===== src/rtl/core/ltc_pkg.sv =====
// Shared types, codes and helpers for the logic trigger capture block.
`timescale 1ns / 1ps

package ltc_pkg;

  // Fixed field widths of the stream beats.
  localparam int unsigned SAMPLE_W   = 4;
  localparam int unsigned INDEX_W    = 7;
  localparam int unsigned OPCODE_W   = 2;
  localparam int unsigned PHASE_W    = 2;
  localparam int unsigned RUN_W      = 8;
  localparam int unsigned CFG_IDX_W  = 3;
  localparam int unsigned CFG_DATA_W = 8;
  localparam int unsigned S_TDATA_W  = 16;
  localparam int unsigned M_TDATA_W  = 8;

  // Default build parameters.
  localparam int unsigned DEF_MAX_SAMPLES = 128;
  localparam int unsigned DEF_CHANNELS    = 4;

  // Item opcodes.
  localparam logic [OPCODE_W-1:0] OP_TICK = 2'd0;
  localparam logic [OPCODE_W-1:0] OP_ARM  = 2'd1;
  localparam logic [OPCODE_W-1:0] OP_READ = 2'd2;

  // Configuration register indexes.
  localparam logic [CFG_IDX_W-1:0] REG_CAPTURE_MODE    = 3'd0;
  localparam logic [CFG_IDX_W-1:0] REG_TRIGGER_MODE    = 3'd1;
  localparam logic [CFG_IDX_W-1:0] REG_TRIGGER_CHANNEL = 3'd2;
  localparam logic [CFG_IDX_W-1:0] REG_PRE_SAMPLES     = 3'd3;
  localparam logic [CFG_IDX_W-1:0] REG_TOTAL_SAMPLES   = 3'd4;
  localparam logic [CFG_IDX_W-1:0] REG_IDLE_SAMPLES    = 3'd5;

  // Trigger modes.
  localparam logic [1:0] TRIG_RISING  = 2'd0;
  localparam logic [1:0] TRIG_FALLING = 2'd1;
  localparam logic [1:0] TRIG_ANY     = 2'd2;
  localparam logic [1:0] TRIG_I2C     = 2'd3;

  // Reported phase codes.
  localparam logic [PHASE_W-1:0] PHASE_IDLE    = 2'd0;
  localparam logic [PHASE_W-1:0] PHASE_WAIT    = 2'd1;
  localparam logic [PHASE_W-1:0] PHASE_COLLECT = 2'd2;
  localparam logic [PHASE_W-1:0] PHASE_DONE    = 2'd3;

  // Capture state machine, one-hot.
  typedef enum logic [3:0] {
    ST_IDLE    = 4'b0001,
    ST_WAIT    = 4'b0010,
    ST_COLLECT = 4'b0100,
    ST_DONE    = 4'b1000
  } cap_state_e;

  // Result of one item as it leaves the control logic.
  typedef struct packed {
    logic [PHASE_W-1:0]  phase;
    logic                from_mem;
    logic [SAMPLE_W-1:0] data;
  } ltc_resp_t;

  // Phase code reported for a capture state.
  function automatic logic [PHASE_W-1:0] phase_code(cap_state_e st);
    logic [PHASE_W-1:0] code;
    unique case (st)
      ST_IDLE:    code = PHASE_IDLE;
      ST_WAIT:    code = PHASE_WAIT;
      ST_COLLECT: code = PHASE_COLLECT;
      ST_DONE:    code = PHASE_DONE;
      default:    code = PHASE_IDLE;
    endcase
    return code;
  endfunction

endpackage


===== src/rtl/core/ltc_ring.sv =====
// Sample ring memory: one write port, one read port with registered data.
`timescale 1ns / 1ps

module ltc_ring #(
  parameter int unsigned DEPTH = 128,
  parameter int unsigned AW    = 7,
  parameter int unsigned DW    = 4
) (
  input  logic          clk_i,
  input  logic          we_i,
  input  logic [AW-1:0] waddr_i,
  input  logic [DW-1:0] wdata_i,
  input  logic          re_i,
  input  logic [AW-1:0] raddr_i,
  output logic [DW-1:0] rdata_o
);

  logic [DW-1:0] mem_q [DEPTH];
  logic [DW-1:0] rdata_q;

  // Write port.
  always_ff @(posedge clk_i) begin
    if (we_i) begin
      mem_q[waddr_i] <= wdata_i;
    end
  end

  // Read port; data holds until the next read.
  always_ff @(posedge clk_i) begin
    if (re_i) begin
      rdata_q <= mem_q[raddr_i];
    end
  end

  assign rdata_o = rdata_q;

endmodule


===== src/rtl/core/ltc_ctrl.sv =====
// Capture control: configuration, trigger qualification, ring addressing.
`timescale 1ns / 1ps

module ltc_ctrl #(
  parameter int unsigned MAX_SAMPLES = 128,
  parameter int unsigned CHANNELS    = 4,
  parameter int unsigned AW          = 7
) (
  input  logic                             clk_i,
  input  logic                             rst_ni,
  input  logic                             cfg_we_i,
  input  logic [ltc_pkg::CFG_IDX_W-1:0]    cfg_idx_i,
  input  logic [ltc_pkg::CFG_DATA_W-1:0]   cfg_data_i,
  input  logic                             accept_i,
  input  logic [ltc_pkg::OPCODE_W-1:0]     opcode_i,
  input  logic [ltc_pkg::SAMPLE_W-1:0]     sample_i,
  input  logic [ltc_pkg::INDEX_W-1:0]      read_index_i,
  output logic                             ring_we_o,
  output logic [AW-1:0]                    ring_waddr_o,
  output logic [ltc_pkg::SAMPLE_W-1:0]     ring_wdata_o,
  output logic                             ring_re_o,
  output logic [AW-1:0]                    ring_raddr_o,
  output ltc_pkg::ltc_resp_t               resp_o
);

  import ltc_pkg::*;

  localparam int unsigned CW       = $clog2(MAX_SAMPLES + 1);
  localparam logic [31:0] MAX32    = 32'(MAX_SAMPLES);
  localparam logic [CW-1:0] MAX_CW = CW'(MAX_SAMPLES);
  localparam logic [AW-1:0] WP_LAST = AW'(MAX_SAMPLES - 1);
  localparam logic [RUN_W-1:0] RUN_MAX  = {RUN_W{1'b1}};
  localparam logic [RUN_W-1:0] RUN_INIT =
    (MAX_SAMPLES > 255) ? RUN_MAX : RUN_W'(MAX_SAMPLES);

  // Configuration registers.
  logic                  capture_mode_q;
  logic [1:0]            trigger_mode_q;
  logic [1:0]            trigger_channel_q;
  logic [INDEX_W-1:0]    pre_samples_q;
  logic [7:0]            total_samples_q;
  logic [7:0]            idle_samples_q;

  // Capture state.
  cap_state_e            state_q, state_d;
  logic [CW-1:0]         frame_total_q, frame_total_d;
  logic [CW-1:0]         tail_q, tail_d;
  logic [1:0]            armed_mode_q, armed_mode_d;
  logic [SAMPLE_W-1:0]   armed_mask_q, armed_mask_d;
  logic [SAMPLE_W-1:0]   prefill_q, prefill_d;
  logic [SAMPLE_W-1:0]   prev_q, prev_d;
  logic [AW-1:0]         wp_q, wp_d;
  logic [CW-1:0]         wcount_q, wcount_d;
  logic [CW-1:0]         post_q, post_d;
  logic [RUN_W-1:0]      stable_q, stable_d;
  logic [RUN_W-1:0]      bus_idle_q, bus_idle_d;

  logic [SAMPLE_W-1:0]   ch_mask;
  logic [SAMPLE_W-1:0]   smp;
  logic [CW-1:0]         t_eff;
  logic [CW-1:0]         p_eff;
  logic                  trig;
  logic                  edge_hit;
  logic                  last_lvl;
  logic                  now_lvl;
  logic                  same_lvl;
  logic                  store;
  logic [CW-1:0]         age;
  logic [CW:0]           pdiff;
  logic [CW:0]           pwrap;
  logic                  in_frame;

  // Configuration writes.
  always_ff @(posedge clk_i or negedge rst_ni) begin
    if (!rst_ni) begin
      capture_mode_q    <= 1'b1;
      trigger_mode_q    <= TRIG_ANY;
      trigger_channel_q <= 2'd0;
      pre_samples_q     <= INDEX_W'(16);
      total_samples_q   <= 8'd64;
      idle_samples_q    <= 8'd8;
    end else if (cfg_we_i) begin
      unique case (cfg_idx_i)
        REG_CAPTURE_MODE:    capture_mode_q    <= cfg_data_i[0];
        REG_TRIGGER_MODE:    trigger_mode_q    <= cfg_data_i[1:0];
        REG_TRIGGER_CHANNEL: trigger_channel_q <= cfg_data_i[1:0];
        REG_PRE_SAMPLES:     pre_samples_q     <= cfg_data_i[INDEX_W-1:0];
        REG_TOTAL_SAMPLES:   total_samples_q   <= cfg_data_i;
        REG_IDLE_SAMPLES:    idle_samples_q    <= cfg_data_i;
        default: ;
      endcase
    end
  end

  // Channels that exist in this build.
  always_comb begin
    for (int i = 0; i < int'(SAMPLE_W); i++) begin
      ch_mask[i] = (i < int'(CHANNELS));
    end
  end

  assign smp = sample_i & ch_mask;

  // Frame length and pretrigger count as latched at arm.
  always_comb begin
    if (total_samples_q == 8'd0 || 32'(total_samples_q) > MAX32) begin
      t_eff = MAX_CW;
    end else begin
      t_eff = CW'(total_samples_q);
    end
    if (32'(pre_samples_q) >= 32'(t_eff)) begin
      p_eff = t_eff >> 2;
    end else begin
      p_eff = CW'(pre_samples_q);
    end
  end

  // Trigger qualification against the previous sample and the run counters.
  always_comb begin
    last_lvl = |(prev_q & armed_mask_q);
    now_lvl  = |(smp & armed_mask_q);
    same_lvl = ((smp ^ prev_q) & armed_mask_q) == '0;
    case (armed_mode_q)
      TRIG_RISING:  edge_hit = !last_lvl && now_lvl;
      TRIG_FALLING: edge_hit = last_lvl && !now_lvl;
      default:      edge_hit = last_lvl != now_lvl;
    endcase
    if (armed_mode_q == TRIG_I2C) begin
      trig = (prev_q[1:0] == 2'b11) && smp[0] && !smp[1] &&
             (bus_idle_q >= idle_samples_q);
    end else begin
      trig = edge_hit && (stable_q >= idle_samples_q);
    end
  end

  // Frame read address: entry k sits T-1-k samples back from the newest one.
  always_comb begin
    in_frame = 32'(read_index_i) < 32'(frame_total_q);
    age      = frame_total_q - CW'(read_index_i);
    pdiff    = (CW + 1)'(wp_q) - (CW + 1)'(age);
    pwrap    = pdiff[CW] ? pdiff + (CW + 1)'(MAX_SAMPLES) : pdiff;
  end

  assign ring_raddr_o = AW'(pwrap);

  // Next state for one accepted item.
  always_comb begin
    state_d       = state_q;
    frame_total_d = frame_total_q;
    tail_d        = tail_q;
    armed_mode_d  = armed_mode_q;
    armed_mask_d  = armed_mask_q;
    prefill_d     = prefill_q;
    prev_d        = prev_q;
    wp_d          = wp_q;
    wcount_d      = wcount_q;
    post_d        = post_q;
    stable_d      = stable_q;
    bus_idle_d    = bus_idle_q;
    store         = 1'b0;
    ring_re_o     = 1'b0;
    resp_o        = '0;

    if (accept_i) begin
      unique case (opcode_i)
        OP_ARM: begin
          frame_total_d = t_eff;
          armed_mode_d  = trigger_mode_q;
          armed_mask_d  = '0;
          if (32'(trigger_channel_q) < 32'(CHANNELS)) begin
            armed_mask_d[trigger_channel_q] = 1'b1;
          end
          prefill_d = smp;
          prev_d    = smp;
          wp_d      = '0;
          wcount_d  = '0;
          post_d    = '0;
          if (capture_mode_q) begin
            state_d    = ST_WAIT;
            tail_d     = t_eff - p_eff;
            stable_d   = RUN_INIT;
            bus_idle_d = (smp[1:0] == 2'b11) ? RUN_INIT : '0;
          end else begin
            state_d = ST_COLLECT;
            tail_d  = t_eff;
          end
        end
        OP_TICK: begin
          if (state_q == ST_WAIT) begin
            store      = 1'b1;
            stable_d   = same_lvl ? ((stable_q == RUN_MAX) ? RUN_MAX : stable_q + 1'b1)
                                  : RUN_W'(1);
            bus_idle_d = (smp[1:0] == 2'b11)
                       ? ((bus_idle_q == RUN_MAX) ? RUN_MAX : bus_idle_q + 1'b1)
                       : '0;
            prev_d     = smp;
            if (trig) begin
              post_d  = CW'(1);
              state_d = (CW'(1) >= tail_q) ? ST_DONE : ST_COLLECT;
            end
          end else if (state_q == ST_COLLECT) begin
            store  = 1'b1;
            post_d = (32'(post_q) < MAX32) ? post_q + 1'b1 : post_q;
            if (post_d >= tail_q) begin
              state_d = ST_DONE;
            end
          end
        end
        OP_READ: begin
          if (state_q == ST_DONE && in_frame) begin
            if (32'(age) > 32'(wcount_q)) begin
              resp_o.data = prefill_q;
            end else begin
              ring_re_o       = 1'b1;
              resp_o.from_mem = 1'b1;
            end
          end
        end
        default: ;
      endcase

      // Ring pointer and fill count advance on every stored sample.
      if (store) begin
        wp_d     = (wp_q == WP_LAST) ? '0 : wp_q + 1'b1;
        wcount_d = (32'(wcount_q) < MAX32) ? wcount_q + 1'b1 : wcount_q;
      end
      resp_o.phase = phase_code(state_d);
    end
  end

  assign ring_we_o    = store;
  assign ring_waddr_o = wp_q;
  assign ring_wdata_o = smp;

  // Control state registers.
  always_ff @(posedge clk_i or negedge rst_ni) begin
    if (!rst_ni) begin
      state_q       <= ST_IDLE;
      frame_total_q <= MAX_CW;
      tail_q        <= MAX_CW;
      armed_mode_q  <= TRIG_ANY;
      armed_mask_q  <= SAMPLE_W'(1);
      prefill_q     <= '0;
      prev_q        <= '0;
      wp_q          <= '0;
      wcount_q      <= '0;
      post_q        <= '0;
      stable_q      <= '0;
      bus_idle_q    <= '0;
    end else begin
      state_q       <= state_d;
      frame_total_q <= frame_total_d;
      tail_q        <= tail_d;
      armed_mode_q  <= armed_mode_d;
      armed_mask_q  <= armed_mask_d;
      prefill_q     <= prefill_d;
      prev_q        <= prev_d;
      wp_q          <= wp_d;
      wcount_q      <= wcount_d;
      post_q        <= post_d;
      stable_q      <= stable_d;
      bus_idle_q    <= bus_idle_d;
    end
  end

endmodule


===== src/rtl/core/logic_trigger_capture.sv =====
// Top level of the logic trigger capture block: stream ports and result pipeline.
`timescale 1ns / 1ps

// The block accepts one beat per clock cycle unless the output side stalls:
// sample ticks, arms and frame reads may follow each other back to back. Each
// beat gives exactly one result beat, which passes the in-flight register and
// then the output register before it leaves. The extra stage is set by the
// single registered read port of the sample ring; a read and a write never
// fall on the same cycle since each beat does at most one of them. A stall on
// the output side holds one result in the output register and one in flight,
// after which the input side stalls too. No clearing pass follows reset.

module logic_trigger_capture #(
  parameter int unsigned MAX_SAMPLES = ltc_pkg::DEF_MAX_SAMPLES,
  parameter int unsigned CHANNELS    = ltc_pkg::DEF_CHANNELS
) (
  input  logic                              clk_i,
  input  logic                              rst_ni,
  // Configuration write port.
  input  logic                              cfg_we_i,
  input  logic [ltc_pkg::CFG_IDX_W-1:0]     cfg_idx_i,
  input  logic [ltc_pkg::CFG_DATA_W-1:0]    cfg_data_i,
  // Item stream in.
  input  logic                              s_axis_tvalid,
  output logic                              s_axis_tready,
  input  logic [ltc_pkg::S_TDATA_W-1:0]     s_axis_tdata,  // sample[3:0], read_index[10:4]
  input  logic [ltc_pkg::OPCODE_W-1:0]      s_axis_tuser,  // opcode[1:0]
  // Result stream out.
  output logic                              m_axis_tvalid,
  input  logic                              m_axis_tready,
  output logic [ltc_pkg::M_TDATA_W-1:0]     m_axis_tdata   // phase[1:0], read_data[5:2]
);

  import ltc_pkg::*;

  localparam int unsigned AW = $clog2(MAX_SAMPLES);

  logic                 accept;
  logic                 advance;
  logic                 ring_we;
  logic [AW-1:0]        ring_waddr;
  logic [SAMPLE_W-1:0]  ring_wdata;
  logic                 ring_re;
  logic [AW-1:0]        ring_raddr;
  logic [SAMPLE_W-1:0]  ring_rdata;
  ltc_resp_t            resp;
  ltc_resp_t            s1_q;
  logic                 s1_valid_q;
  logic                 out_valid_q;
  logic [M_TDATA_W-1:0] out_data_q;
  logic [SAMPLE_W-1:0]  s1_data;

  // Handshake: the in-flight stage frees up whenever the output can move.
  assign s_axis_tready = !s1_valid_q || !out_valid_q || m_axis_tready;
  assign accept        = s_axis_tvalid && s_axis_tready;
  assign advance       = s1_valid_q && (!out_valid_q || m_axis_tready);

  ltc_ctrl #(
    .MAX_SAMPLES (MAX_SAMPLES),
    .CHANNELS    (CHANNELS),
    .AW          (AW)
  ) u_ctrl (
    .clk_i        (clk_i),
    .rst_ni       (rst_ni),
    .cfg_we_i     (cfg_we_i),
    .cfg_idx_i    (cfg_idx_i),
    .cfg_data_i   (cfg_data_i),
    .accept_i     (accept),
    .opcode_i     (s_axis_tuser),
    .sample_i     (s_axis_tdata[SAMPLE_W-1:0]),
    .read_index_i (s_axis_tdata[SAMPLE_W+INDEX_W-1:SAMPLE_W]),
    .ring_we_o    (ring_we),
    .ring_waddr_o (ring_waddr),
    .ring_wdata_o (ring_wdata),
    .ring_re_o    (ring_re),
    .ring_raddr_o (ring_raddr),
    .resp_o       (resp)
  );

  ltc_ring #(
    .DEPTH (MAX_SAMPLES),
    .AW    (AW),
    .DW    (SAMPLE_W)
  ) u_ring (
    .clk_i   (clk_i),
    .we_i    (ring_we),
    .waddr_i (ring_waddr),
    .wdata_i (ring_wdata),
    .re_i    (ring_re),
    .raddr_i (ring_raddr),
    .rdata_o (ring_rdata)
  );

  // Stage one waits for the ring read; pick ring data or the held value.
  assign s1_data = s1_q.from_mem ? ring_rdata : s1_q.data;

  always_ff @(posedge clk_i or negedge rst_ni) begin
    if (!rst_ni) begin
      s1_valid_q  <= 1'b0;
      out_valid_q <= 1'b0;
    end else begin
      if (accept) begin
        s1_valid_q <= 1'b1;
      end else if (advance) begin
        s1_valid_q <= 1'b0;
      end
      if (advance) begin
        out_valid_q <= 1'b1;
      end else if (m_axis_tready) begin
        out_valid_q <= 1'b0;
      end
    end
  end

  // Payload registers.
  always_ff @(posedge clk_i) begin
    if (accept) begin
      s1_q <= resp;
    end
    if (advance) begin
      out_data_q <= {(M_TDATA_W - PHASE_W - SAMPLE_W)'(0), s1_data, s1_q.phase};
    end
  end

  assign m_axis_tvalid = out_valid_q;
  assign m_axis_tdata  = out_data_q;

endmodule


===== config.mk =====
export PLATFORM = sky130hd
export DESIGN_NAME = logic_trigger_capture
export DESIGN_NICKNAME = d
export VERILOG_FILES = /design/src/rtl/core/ltc_pkg.sv /design/src/rtl/core/ltc_ring.sv /design/src/rtl/core/ltc_ctrl.sv /design/src/rtl/core/logic_trigger_capture.sv
export SDC_FILE = /design/constraint.sdc
export NUM_CORES = 1
export LEC_CHECK = 0
export BUFFER_PORTS_ARGS = -buffer_cell sky130_fd_sc_hd__buf_2
export CELL_PAD_IN_SITES_DETAIL_PLACEMENT = 1
export CELL_PAD_IN_SITES_GLOBAL_PLACEMENT = 2
export CORE_MARGIN = 1
export CORE_UTILIZATION = 48
export CTS_CLUSTER_DIAMETER = 60
export CTS_CLUSTER_SIZE = 12
export DETAILED_ROUTE_END_ITERATION = 8
export GPL_ROUTABILITY_DRIVEN = 0
export PLACE_DENSITY = 0.87
export SETUP_SLACK_MARGIN = 0.2
export SLEW_MARGIN = 40
export SYNTH_ARGS = -nofsm -noshare
export SYNTH_HDL_FRONTEND = slang
export SYNTH_SLANG_ARGS = --single-unit
export TNS_END_PERCENT = 20

===== constraint.sdc =====
create_clock -name clk_i -period 4.52 [get_ports clk_i]
set_clock_uncertainty 0.05 [all_clocks]
set_input_delay 0 -clock clk_i [delete_from_list [all_inputs] [get_ports clk_i]]
set_output_delay 0 -clock clk_i [all_outputs]
set_load 0.01 [all_outputs]

==> flow_summary.yaml, run 1 <==
floorplan:
  coreArea_mm2: 0.0566
  start_util_pct: 48.7
  row_count: 87
  io-pin-count: 44
  die_width_um: 242
  die_h_um: 242
  dieArea_mm2: 0.0584
synth:
  synth-edff-count: 529
  synth_cell_types: 66
  netlist_area_mm2: 0.0276
  synth_common_cells: "529 x edfxtp_1, 172 x nor2_1, 160 x mux4_2, 106 x nand2_1, 93 x dfrtp_1"
  avgSynthCellArea_um2: 16.4
  synth_ff_type: "edfxtp_1"
  synth_top_area_share_pct: 57.6
  synth_seq_area_share_pct: 67.0
  yosysMostFrequentCell: "edfxtp_1"
  synthTopCellsByArea: "edfxtp_1 58%, mux4_2 13%, dfrtp_1 8.4%"
  async_flop_share_pct: 16.3
  synth_cells: 1680
  yosysWarnings: 0
  synth_top_area_cell: "edfxtp_1"
  yosys_register_bits: 632
setup_path:
  end_kind: "register"
  cp_slowest_cell: "fa_4"
  reg2reg_from: "u_ctrl.frame_total_q[0]"
  crit_path_max_fanout: 28
  path_class: "register to register"
  startpoint_type: "register"
  reg2reg_slack_ns: 0.27
  reg2reg_depth: 11
  cpPeakStageDelay_ns: 0.92
  arrival_ns: 4.57
  startpoint: "u_ctrl.frame_total_q[0]"
  crit_end: "u_ring.rdata_o[1]"
  crit_required_ns: 4.84
  path_cells: "inv_1 > ha_1 > inv_1 > fa_1 > fa_4 > buf_16 > mux4_2 > mux4_2 > mux2_2 > o22ai_1 > a221oi_1"
  regToRegEndpoint: "u_ring.rdata_o[1]"
timing:
  finalMaxSlewViolations: 0
  finalSetupViolCount: 0
  fmax_ghz: 0.235
  slew_headroom_pct: 44.9
  tns_ns: 0
  finalHoldViolCount: 0
  fin_crit_ns: 4.25
  tightestPinTransition_ns: 0.827
  period_share_pct: 94.0
  rsz0062_at_grt: "true"
routing:
  drc: 0
  vias_per_cell: 5.97
  wl_per_cell_um: 26.0
  drt_first_pass_iters: 5
  initialDrtViolationCount: 970
  ant_nets: 0
  vias: 15300
  wirelength_um: 66800
global_routing:
  grt_max_degree: 81
  grt_pass1_vias: 16500
  grt_overflow: 0
  antenna_found_initial: 0
  grt_pass1_wl_um: 103000
  globalRouteTotalUtil_pct: 23.0
power:
  cellPowerDensity_mw_per_mm2: 606
  leakage_uw: 0.0108
  totalPowerFinal_uw: 18800
  peakVddDrop_mv: 0.567
cts:
  root_buffer: "clkbuf_16"
  cts_tree: "done"
  clk_latency_ns: 0.64
  cts.path.max_buffers: 3
  cts.sink_count: 632
  h-tree-depth: 2
  clk_pin_slew_ns: 0.06
  cts_buffers: 61
layout:
  fin_util_pct: 54.8
  fill_cells: 5270
  fin_area_mm2: 0.0310
  synthToLayoutAreaGrowth_pct: 12.4
  regArea_mm2: 0.0185
  layout-drive-gt1-share_pct: 21.7
  diodes: 0
  nNetsFinal: 1884
  multi_input_area_mm2: 0.00864
run:
  max_cap_viol_count: 0
placement:
  port_buffers: 36
  placed_cell_area_mm2: 0.0288
  dp_hpwl_um: 42100
status:
  status: "complete, no violations"
worst_hold_path:
  min_path_type: "primary input to register"
-- repair_timing --
| action | 4_1_cts | 5_1_grt |
|---|---|---|
| hold buffers | 28 | 0 |
| buffers inserted | 0 | 3 |
| resized for setup | 1 | 12 |
| pin swaps | 0 | 1 |
| cloned | 0 | 2 |
| endpoints found under the hold margin | 374 | 0 |
| endpoints found under the setup margin | 4 | 8 |
-- state kept, by name, indices dropped and copies added (netlist names), 4 cells and up --
name                    cells
u_ctrl.idle_samples_q       8
u_ctrl.prev_q               4
u_ctrl.tail_q               8
u_ctrl.pre_samples_q        7
u_ctrl.state_q              4
u_ctrl.total_samples_q      8
s1_q                        7
u_ring.mem_q              512
u_ctrl.bus_idle_q           8
u_ctrl.stable_q             8
u_ring.rdata_o              4
u_ctrl.post_q               8
u_ctrl.frame_total_q        8
m_axis_tdata                6
u_ctrl.ring_waddr_o         7
u_ctrl.prefill_q            4
u_ctrl.armed_mask_q         4
u_ctrl.wcount_q             8
-- power breakdown --
group	internal, µW	switching (µW)	total, µW
registers	6560	200	6760
logic	3680	3660	7330
clock network	2580	2090	4680
-- worst min-delay path by stage --
| stage | startpoint | end | cells after the start |
|---|---|---|---|
| final | cfg_data_i[7] | u_ctrl.idle_samples_q[7] | 3 |
| after global routing | cfg_data_i[5] | u_ctrl.idle_samples_q[5] | 3 |
| after CTS | cfg_data_i[5] | u_ctrl.pre_samples_q[5] | 3 |
| after detailed placement | rst_ni | m_axis_tvalid | 1 |
| after global placement | rst_ni | m_axis_tvalid | 1 |
| after floorplan | rst_ni | m_axis_tvalid | 0 |
-- cell families (layout without fill, tap and decap cells) --
logic type | count (synthesis) | count (layout) | synth area share, %
muxes | 226 | 226 | 15.7
adders and majority gates | 69 | 69 | 3.21
AOI/OAI and AO/OA | 184 | 184 | 4.30
buffers and inverters | 124 | 253 | 1.89
other | 1 | 2 | 0.0136
and+or+nand+nor | 413 | 413 | 6.80
xor gates and xnor gates | 31 | 31 | 1.07
DFF | 632 | 632 | 67.0
-- per-stage QoR --
stage                     hold slack [ns]  worst slack, ns  std cells
final                               0.152            0.273       2566
after detailed placement          0.00942            0.198       2441
after floorplan                    -0.346            0.492       1681
after global routing                0.144            0.176       2566
after global placement              0.126            0.242       2441
after CTS                           0.113            0.184       2561
-- layer usage --
metal | share of wire [%] | up-vias | wire length (µm) | track usage (%)
met2 | 51 | 417 | 34100 | 39.3
met5 | 0 | - | 0 | 0
met3 | 4.7 | 112 | 3160 | 3.33
li1 | - | 6712 | - | -
met4 | 2.5 | 0 | 1680 | 6.55
met1 | 42 | 8076 | 27900 | 31.0
-- critical path, delay by kind of cell (launching register included) --
family / cells / cell delay [ns]
AOI/OAI and AO/OA: 2 / 0.38
adders and majority gates: 3 / 1.58
buffers and inverters: 3 / 0.36
DFF: 1 / 0.38
muxes: 3 / 1.17
-- layout make-up --
cell class | instances | area share (%)
Clock inverter | 12 | 0.460
Sequential cell | 632 | 59.6
Multi-Input combinational cell | 925 | 27.9
Timing Repair Buffer | 103 | 3.09
Tap cell | 756 | 3.05
Clock buffer | 80 | 5.19
Inverter | 58 | 0.702
-- layout by cell type, fill, tap and decap left out, types with 4 or more instances in the layout --
master	n
o21ai_0	64
nor2_1	171
nand3_1	33
and2_1	7
xnor2_2	4
a21o_1	23
mux4_2	160
inv_1	58
buf_4	30
nand3b_1	7
a22o_1	9
nand2b_1	19
and3_1	10
buf_12	7
dlygate4sd3_1	27
clkinv_2	4
nor3b_1	4
nor2b_1	13
nand4_1	12
clkbuf_1	18
ha_1	65
a21oi_1	27
mux2i_1	17
o22ai_1	5
clkbuf_16	63
xor2_1	17
a211oi_1	9
buf_2	31
nor3_1	11
dfrtp_1	92
dfstp_2	10
a31oi_1	5
xnor2_1	10
o31ai_1	4
a221oi_1	4
nand2_1	106
a22oi_1	6
edfxtp_1	529
mux2_2	47
Power figures use the tool's default switching activity.
==> run 2, diff against run 1 <==
==> constraint.sdc (replaced) <==
create_clock -name clk_i -period 4.52 [get_ports clk_i]
set_clock_uncertainty 0.05 [all_clocks]
set_input_delay 0.678 -clock clk_i [delete_from_list [all_inputs] [get_ports clk_i]]
set_output_delay 0.678 -clock clk_i [all_outputs]
set_load 0.01 [all_outputs]
==> run 2 against run 1 <==
Effect of this change: sequential share of layout area is essentially flat; final cell count grew 0.27%; global-route usage grew 0.72 points; die area is the same; flip-flop and latch count is the same; utilization is essentially flat; register-to-register slack is essentially flat; fmax shrank 0.13%; first-iteration DRC count grew 26%; routed wire length grew 2.9%; worst hold slack gained 0.045 ns; clock-buffer cell count grew 11; highest routed layer unchanged.
==> flow_summary.yaml, run 2 (same netlist as run 1, synthesis figures left out) <==
layout:
  largest_reg_flops: 512
  final_cell_mix: "529 x edfxtp_1, 171 x nor2_1, 160 x mux4_2, 106 x nand2_1, 92 x dfrtp_1"
  final_common_cell: "edfxtp_1"
  fill_cells: 5224
  nNetsFinal: 1882
  fin_util_pct: 54.8
  largest-register: "u_ring.mem_q"
  fin_area_mm2: 0.0310
  layout-drive-gt1-share_pct: 23.1
  synthToLayoutAreaGrowth_pct: 12.5
floorplan:
  row_count: 87
  coreArea_mm2: 0.0566
  io-pin-count: 44
  die_width_um: 242
  start_util_pct: 48.7
  die_h_um: 242
  dieArea_mm2: 0.0584
placement:
  placed_cell_area_mm2: 0.0290
  pre_cts_slack_ns: -0.269
  port_buffers: 36
  dp_hpwl_um: 44400
cts:
  clk_pin_slew_ns: 0.07
  clk_latency_ns: 0.64
  root_buffer: "clkbuf_16"
  h-tree-depth: 2
  cts_buffers: 61
  cts.sink_count: 632
  cts_tree: "done"
  cts.path.max_buffers: 3
power:
  share_comb_of_total_power_pct: 40.7
  internal_power_uw: 13100
  clockPowerShare_pct: 24.3
  leakage_uw: 0.0108
  cellPowerDensity_mw_per_mm2: 623
  p_sw_uw: 6190
  peakVddDrop_mv: 0.452
  seq_power_share_pct: 35.0
  switching_share_pct: 32.1
routing:
  vias_per_cell: 6.02
  wl_per_cell_um: 26.7
  vias: 15500
  ant_nets: 0
  drt_first_pass_iters: 5
  initialDrtViolationCount: 1219
  wirelength_um: 68800
  drc: 0
timing:
  period_share_pct: 94.1
  tightestPinTransition_ns: 0.845
  finalSetupViolCount: 0
  fin_crit_ns: 4.25
  finalMaxSlewViolations: 0
  fin_hold_ws_ns: 0.197
  slew_headroom_pct: 43.7
  fmax_ghz: 0.235
  finalHoldViolCount: 0
  fin_ws_ns: 0.268
  rsz0062_at_grt: "true"
global_routing:
  grt_overflow: 0
  grt_pass1_wl_um: 105000
  globalRouteTotalUtil_pct: 23.8
  antenna_found_initial: 1
  grt_max_degree: 122
  grt_pass1_vias: 16700
setup_path:
  startpoint: "u_ctrl.frame_total_q[0]"
  crit_path_max_fanout: 14
  path_class: "register to register"
  end_kind: "register"
  startpoint_type: "register"
  arrival_ns: 4.58
  crit_required_ns: 4.85
  reg2reg_from: "u_ctrl.frame_total_q[0]"
worst_hold_path:
  min_path_type: "primary input to register"
  min-delay-start: "s_axis_tvalid"
status:
  status: "complete, no violations"
run:
  max_cap_viol_count: 0
run 2: cell types whose count changed in the layout (fill, tap and decap cells not counted), sizes merged:
cell / previous run / this run
bufinv: 2 / 0
inv: 62 / 61
clkbuf: 82 / 95
clkinvlp: 1 / 0
clkinv: 5 / 6
diode: 0 / 1
dlygate4sd3: 27 / 1
buf: 74 / 96
run 2: final cells by class:
class | instances | area [µm²] | share of cell area [%]
sequential | 632 | 18500 | 59.6
multi-input combinational | 925 | 8670 | 28.0
clock buffer | 91 | 1660 | 5.35
tap | 756 | 946 | 3.05
timing repair buffer | 101 | 927 | 2.99
inverter | 58 | 218 | 0.702
clock inverter | 9 | 111 | 0.359
antenna | 1 | 2.50 | 0.00807
run 2: timing repair:
action	4_1_cts	5_1_grt
cloned	0	3
setup endpoints to repair	6	7
hold endpoints to repair	26	0
gates resized for setup	4	13
pin swaps	1	5
buffers inserted	0	7
hold buffers	1	0
run 2: critical path, stage by stage (launching register included):
cell and delay [ns]:
dfrtp_1 0.38, inv_1 0.06, ha_1 0.13, inv_1 0.07
fa_2 0.53, fa_4 0.90, buf_12 0.16, buf_12 0.17
mux4_2 0.32, mux4_2 0.50, mux2_2 0.31, o22ai_1 0.18
buf_4 0.16, a221oi_1 0.05
run 2: per-layer routing:
metal	vias to the layer above	global-route usage (%)	part of all wire (%)
met5	-	0	0
met4	0	6.70	2.5
met3	112	3.29	5.3
met2	507	41.5	52
met1	8138	31.2	40
li1	6724	-	-
run 2: path summary, 6_finish.rpt:
kind	cells after the start	to	slack, ns
min reg2reg	0	m_axis_tdata[0]	0.37
min	2	s1_valid_q	0.20
max in group asynchronous	3	u_ctrl.bus_idle_q[2]	2.97
max reg2reg	13	u_ring.rdata_o[2]	0.27
min in group asynchronous	2	m_axis_tvalid	0.47
max	13	u_ring.rdata_o[2]	0.27
run 2: power groups by stage:
stage	Combinational, µW	Clock, µW	Sequential [µW]
after floorplan	5000	0	6800
after global placement	7140	0	6860
after detailed placement	7410	0	6880
after CTS	7530	4780	6760
after global routing	8320	4960	6790
final	7850	4700	6760
run 2: through the flow:
stage | TNS (ns) | total power (µW) | std cells
global route | 0 | 20100 | 2572
finish | 0 | 19300 | 2573
detailed placement | -0.949 | 14300 | 2461
CTS | 0 | 19100 | 2562
global placement | -0.636 | 14000 | 2461
floorplan | 0 | 11800 | 1681
==> run 3, diff against run 2 <==
Settings changed: BUFFER_PORTS_ARGS -buffer_cell sky130_fd_sc_hd__buf_2 to -buffer_cell sky130_fd_sc_hd__clkbuf_2.
==> run 3 against run 2 <==
Effect of this change: setup slack better by 0.037 ns; sequential share of layout area increased by 0.46 points; highest routed layer unchanged; critical path depth down 2; largest cell class unchanged.
==> flow_summary.yaml, run 3 (same netlist as run 1, synthesis figures left out) <==
status:
  status: "complete, no violations"
power:
  totalPowerFinal_uw: 18700
  leakage_uw: 0.0107
  cellPowerDensity_mw_per_mm2: 607
  peakVddDrop_mv: 0.402
layout:
  final_common_cell: "edfxtp_1"
  largest-register: "u_ring.mem_q"
  final_cell_mix: "529 x edfxtp_1, 171 x nor2_1, 160 x mux4_2, 106 x nand2_1, 93 x dfrtp_1"
  fill_cells: 5258
  diodes: 0
  synthToLayoutAreaGrowth_pct: 11.6
  layout-drive-gt1-share_pct: 22.6
  largest_reg_flops: 512
  nNetsFinal: 1878
routing:
  wirelength_um: 67200
  vias: 15300
  ant_nets: 0
  wl_per_cell_um: 26.3
  vias_per_cell: 5.97
  drc: 0
  initialDrtViolationCount: 1194
  drt_first_pass_iters: 5
timing:
  fmax_ghz: 0.237
  finalSetupViolCount: 0
  slew_headroom_pct: 45.5
  fin_hold_ws_ns: 0.184
  tightestPinTransition_ns: 0.818
  finalMaxSlewViolations: 0
  fin_crit_ns: 4.22
  tns_ns: 0
  rsz0062_at_grt: "true"
  finalHoldViolCount: 0
  period_share_pct: 93.3
cts:
  h-tree-depth: 2
  root_buffer: "clkbuf_16"
  cts_tree: "done"
  clk_latency_ns: 0.65
  cts.path.max_buffers: 3
  cts_buffers: 59
  clk_pin_slew_ns: 0.07
  cts.sink_count: 632
global_routing:
  grt_overflow: 0
  grt_max_degree: 122
  grt_pass1_wl_um: 102000
  antenna_found_initial: 0
  globalRouteTotalUtil_pct: 23.4
  grt_pass1_vias: 16500
setup_path:
  reg2reg_depth: 11
  startpoint_type: "register"
  reg2reg_from: "u_ctrl.frame_total_q[0]"
  arrival_ns: 4.55
  regToRegEndpoint: "u_ring.rdata_o[0]"
  crit_required_ns: 4.85
  path_class: "register to register"
  reg2reg_slack_ns: 0.30
  crit_path_max_fanout: 26
  end_kind: "register"
placement:
  dp_hpwl_um: 44900
  port_buffers: 36
floorplan:
  coreArea_mm2: 0.0566
  row_count: 87
  io-pin-count: 44
  start_util_pct: 48.7
  die_h_um: 242
  dieArea_mm2: 0.0584
  die_width_um: 242
worst_hold_path:
  min_path_cells: 2
  min_path_type: "primary input to register"
  hold_end: "s1_valid_q"
  min-delay-start: "s_axis_tvalid"
run:
  max_cap_viol_count: 0
-- run 3: changes by cell type in the layout (fill, tap and decap cells not counted), moves of 2 or more --
cell and delta:
clkbuf_2 +31, buf_4 +4, buf_2 -31, clkbuf_16 -6
a21oi_1 +2, a21oi_2 -2, clkbuf_1 -9, buf_6 -2
-- run 3: cell type report --
class                   count  area (µm²)  area share [%]
flip-flops and latches    632       18500            60.0
well taps                 756         946            3.07
repair buffers             99         832            2.70
clock buffers              79        1550            5.04
multi-input cells         925        8660            28.1
clock inverters             6        90.1           0.293
inverters                  58         218           0.707
-- run 3: worst max-delay path by stage --
stage,slack (ns),endpoint,cells past startpoint,start
after floorplan,0.37,u_ring.rdata_o[2],11,s_axis_tdata[4]
after global placement,-0.14,u_ring.rdata_o[2],11,s_axis_tdata[4]
after detailed placement,-0.19,u_ring.rdata_o[1],11,s_axis_tdata[4]
after CTS,0.21,u_ctrl.tail_q[5],21,u_ctrl.total_samples_q[7]
after global routing,0.18,u_ctrl.tail_q[5],20,u_ctrl.total_samples_q[7]
final,0.30,u_ring.rdata_o[0],11,u_ctrl.frame_total_q[0]
-- run 3: power breakdown --
part	internal, µW	leakage, µW	switching [µW]
combinational	3800	0.00387	3660
sequential	6560	0.00606	202
clock	2380	0.000786	2090
-- run 3: worst max-delay path: stages (launching register included) --
cell and delay, ns:
dfrtp_1 0.38, inv_1 0.06, ha_1 0.13, inv_1 0.06
fa_1 0.53, fa_4 0.93, buf_12 0.24, mux4_2 0.33
mux4_2 0.52, mux2_2 0.31, o22ai_1 0.32, a221oi_1 0.10
-- run 3: per-stage QoR --
| step | setup slack (ns) | cells | instance area (µm²) | util (%) |
|---|---|---|---|---|
| floorplan | 0.370 | 1681 | 27600 | - |
| global placement | -0.139 | 2465 | 29000 | 51.3 |
| detailed placement | -0.195 | 2465 | 29000 | 51.3 |
| CTS | 0.207 | 2551 | 30700 | 54.2 |
| global route | 0.176 | 2555 | 30800 | 54.4 |
| finish | 0.305 | 2555 | 30800 | 54.4 |
-- run 3: timing repair --
action,4_1_cts,5_1_grt
setup buffers,0,4
pin swaps,0,3
setup endpoints to repair,3,8
gates resized for setup,2,8
hold buffers,1,0
endpoints found under the hold margin,25,0
-- run 3: metal layers --
layer / wire, µm / track usage (%)
met1: 27800 / 30.7
met3: 3070 / 3.62
met4: 1750 / 7.20
met5: 0 / 0
met2: 34600 / 40.3
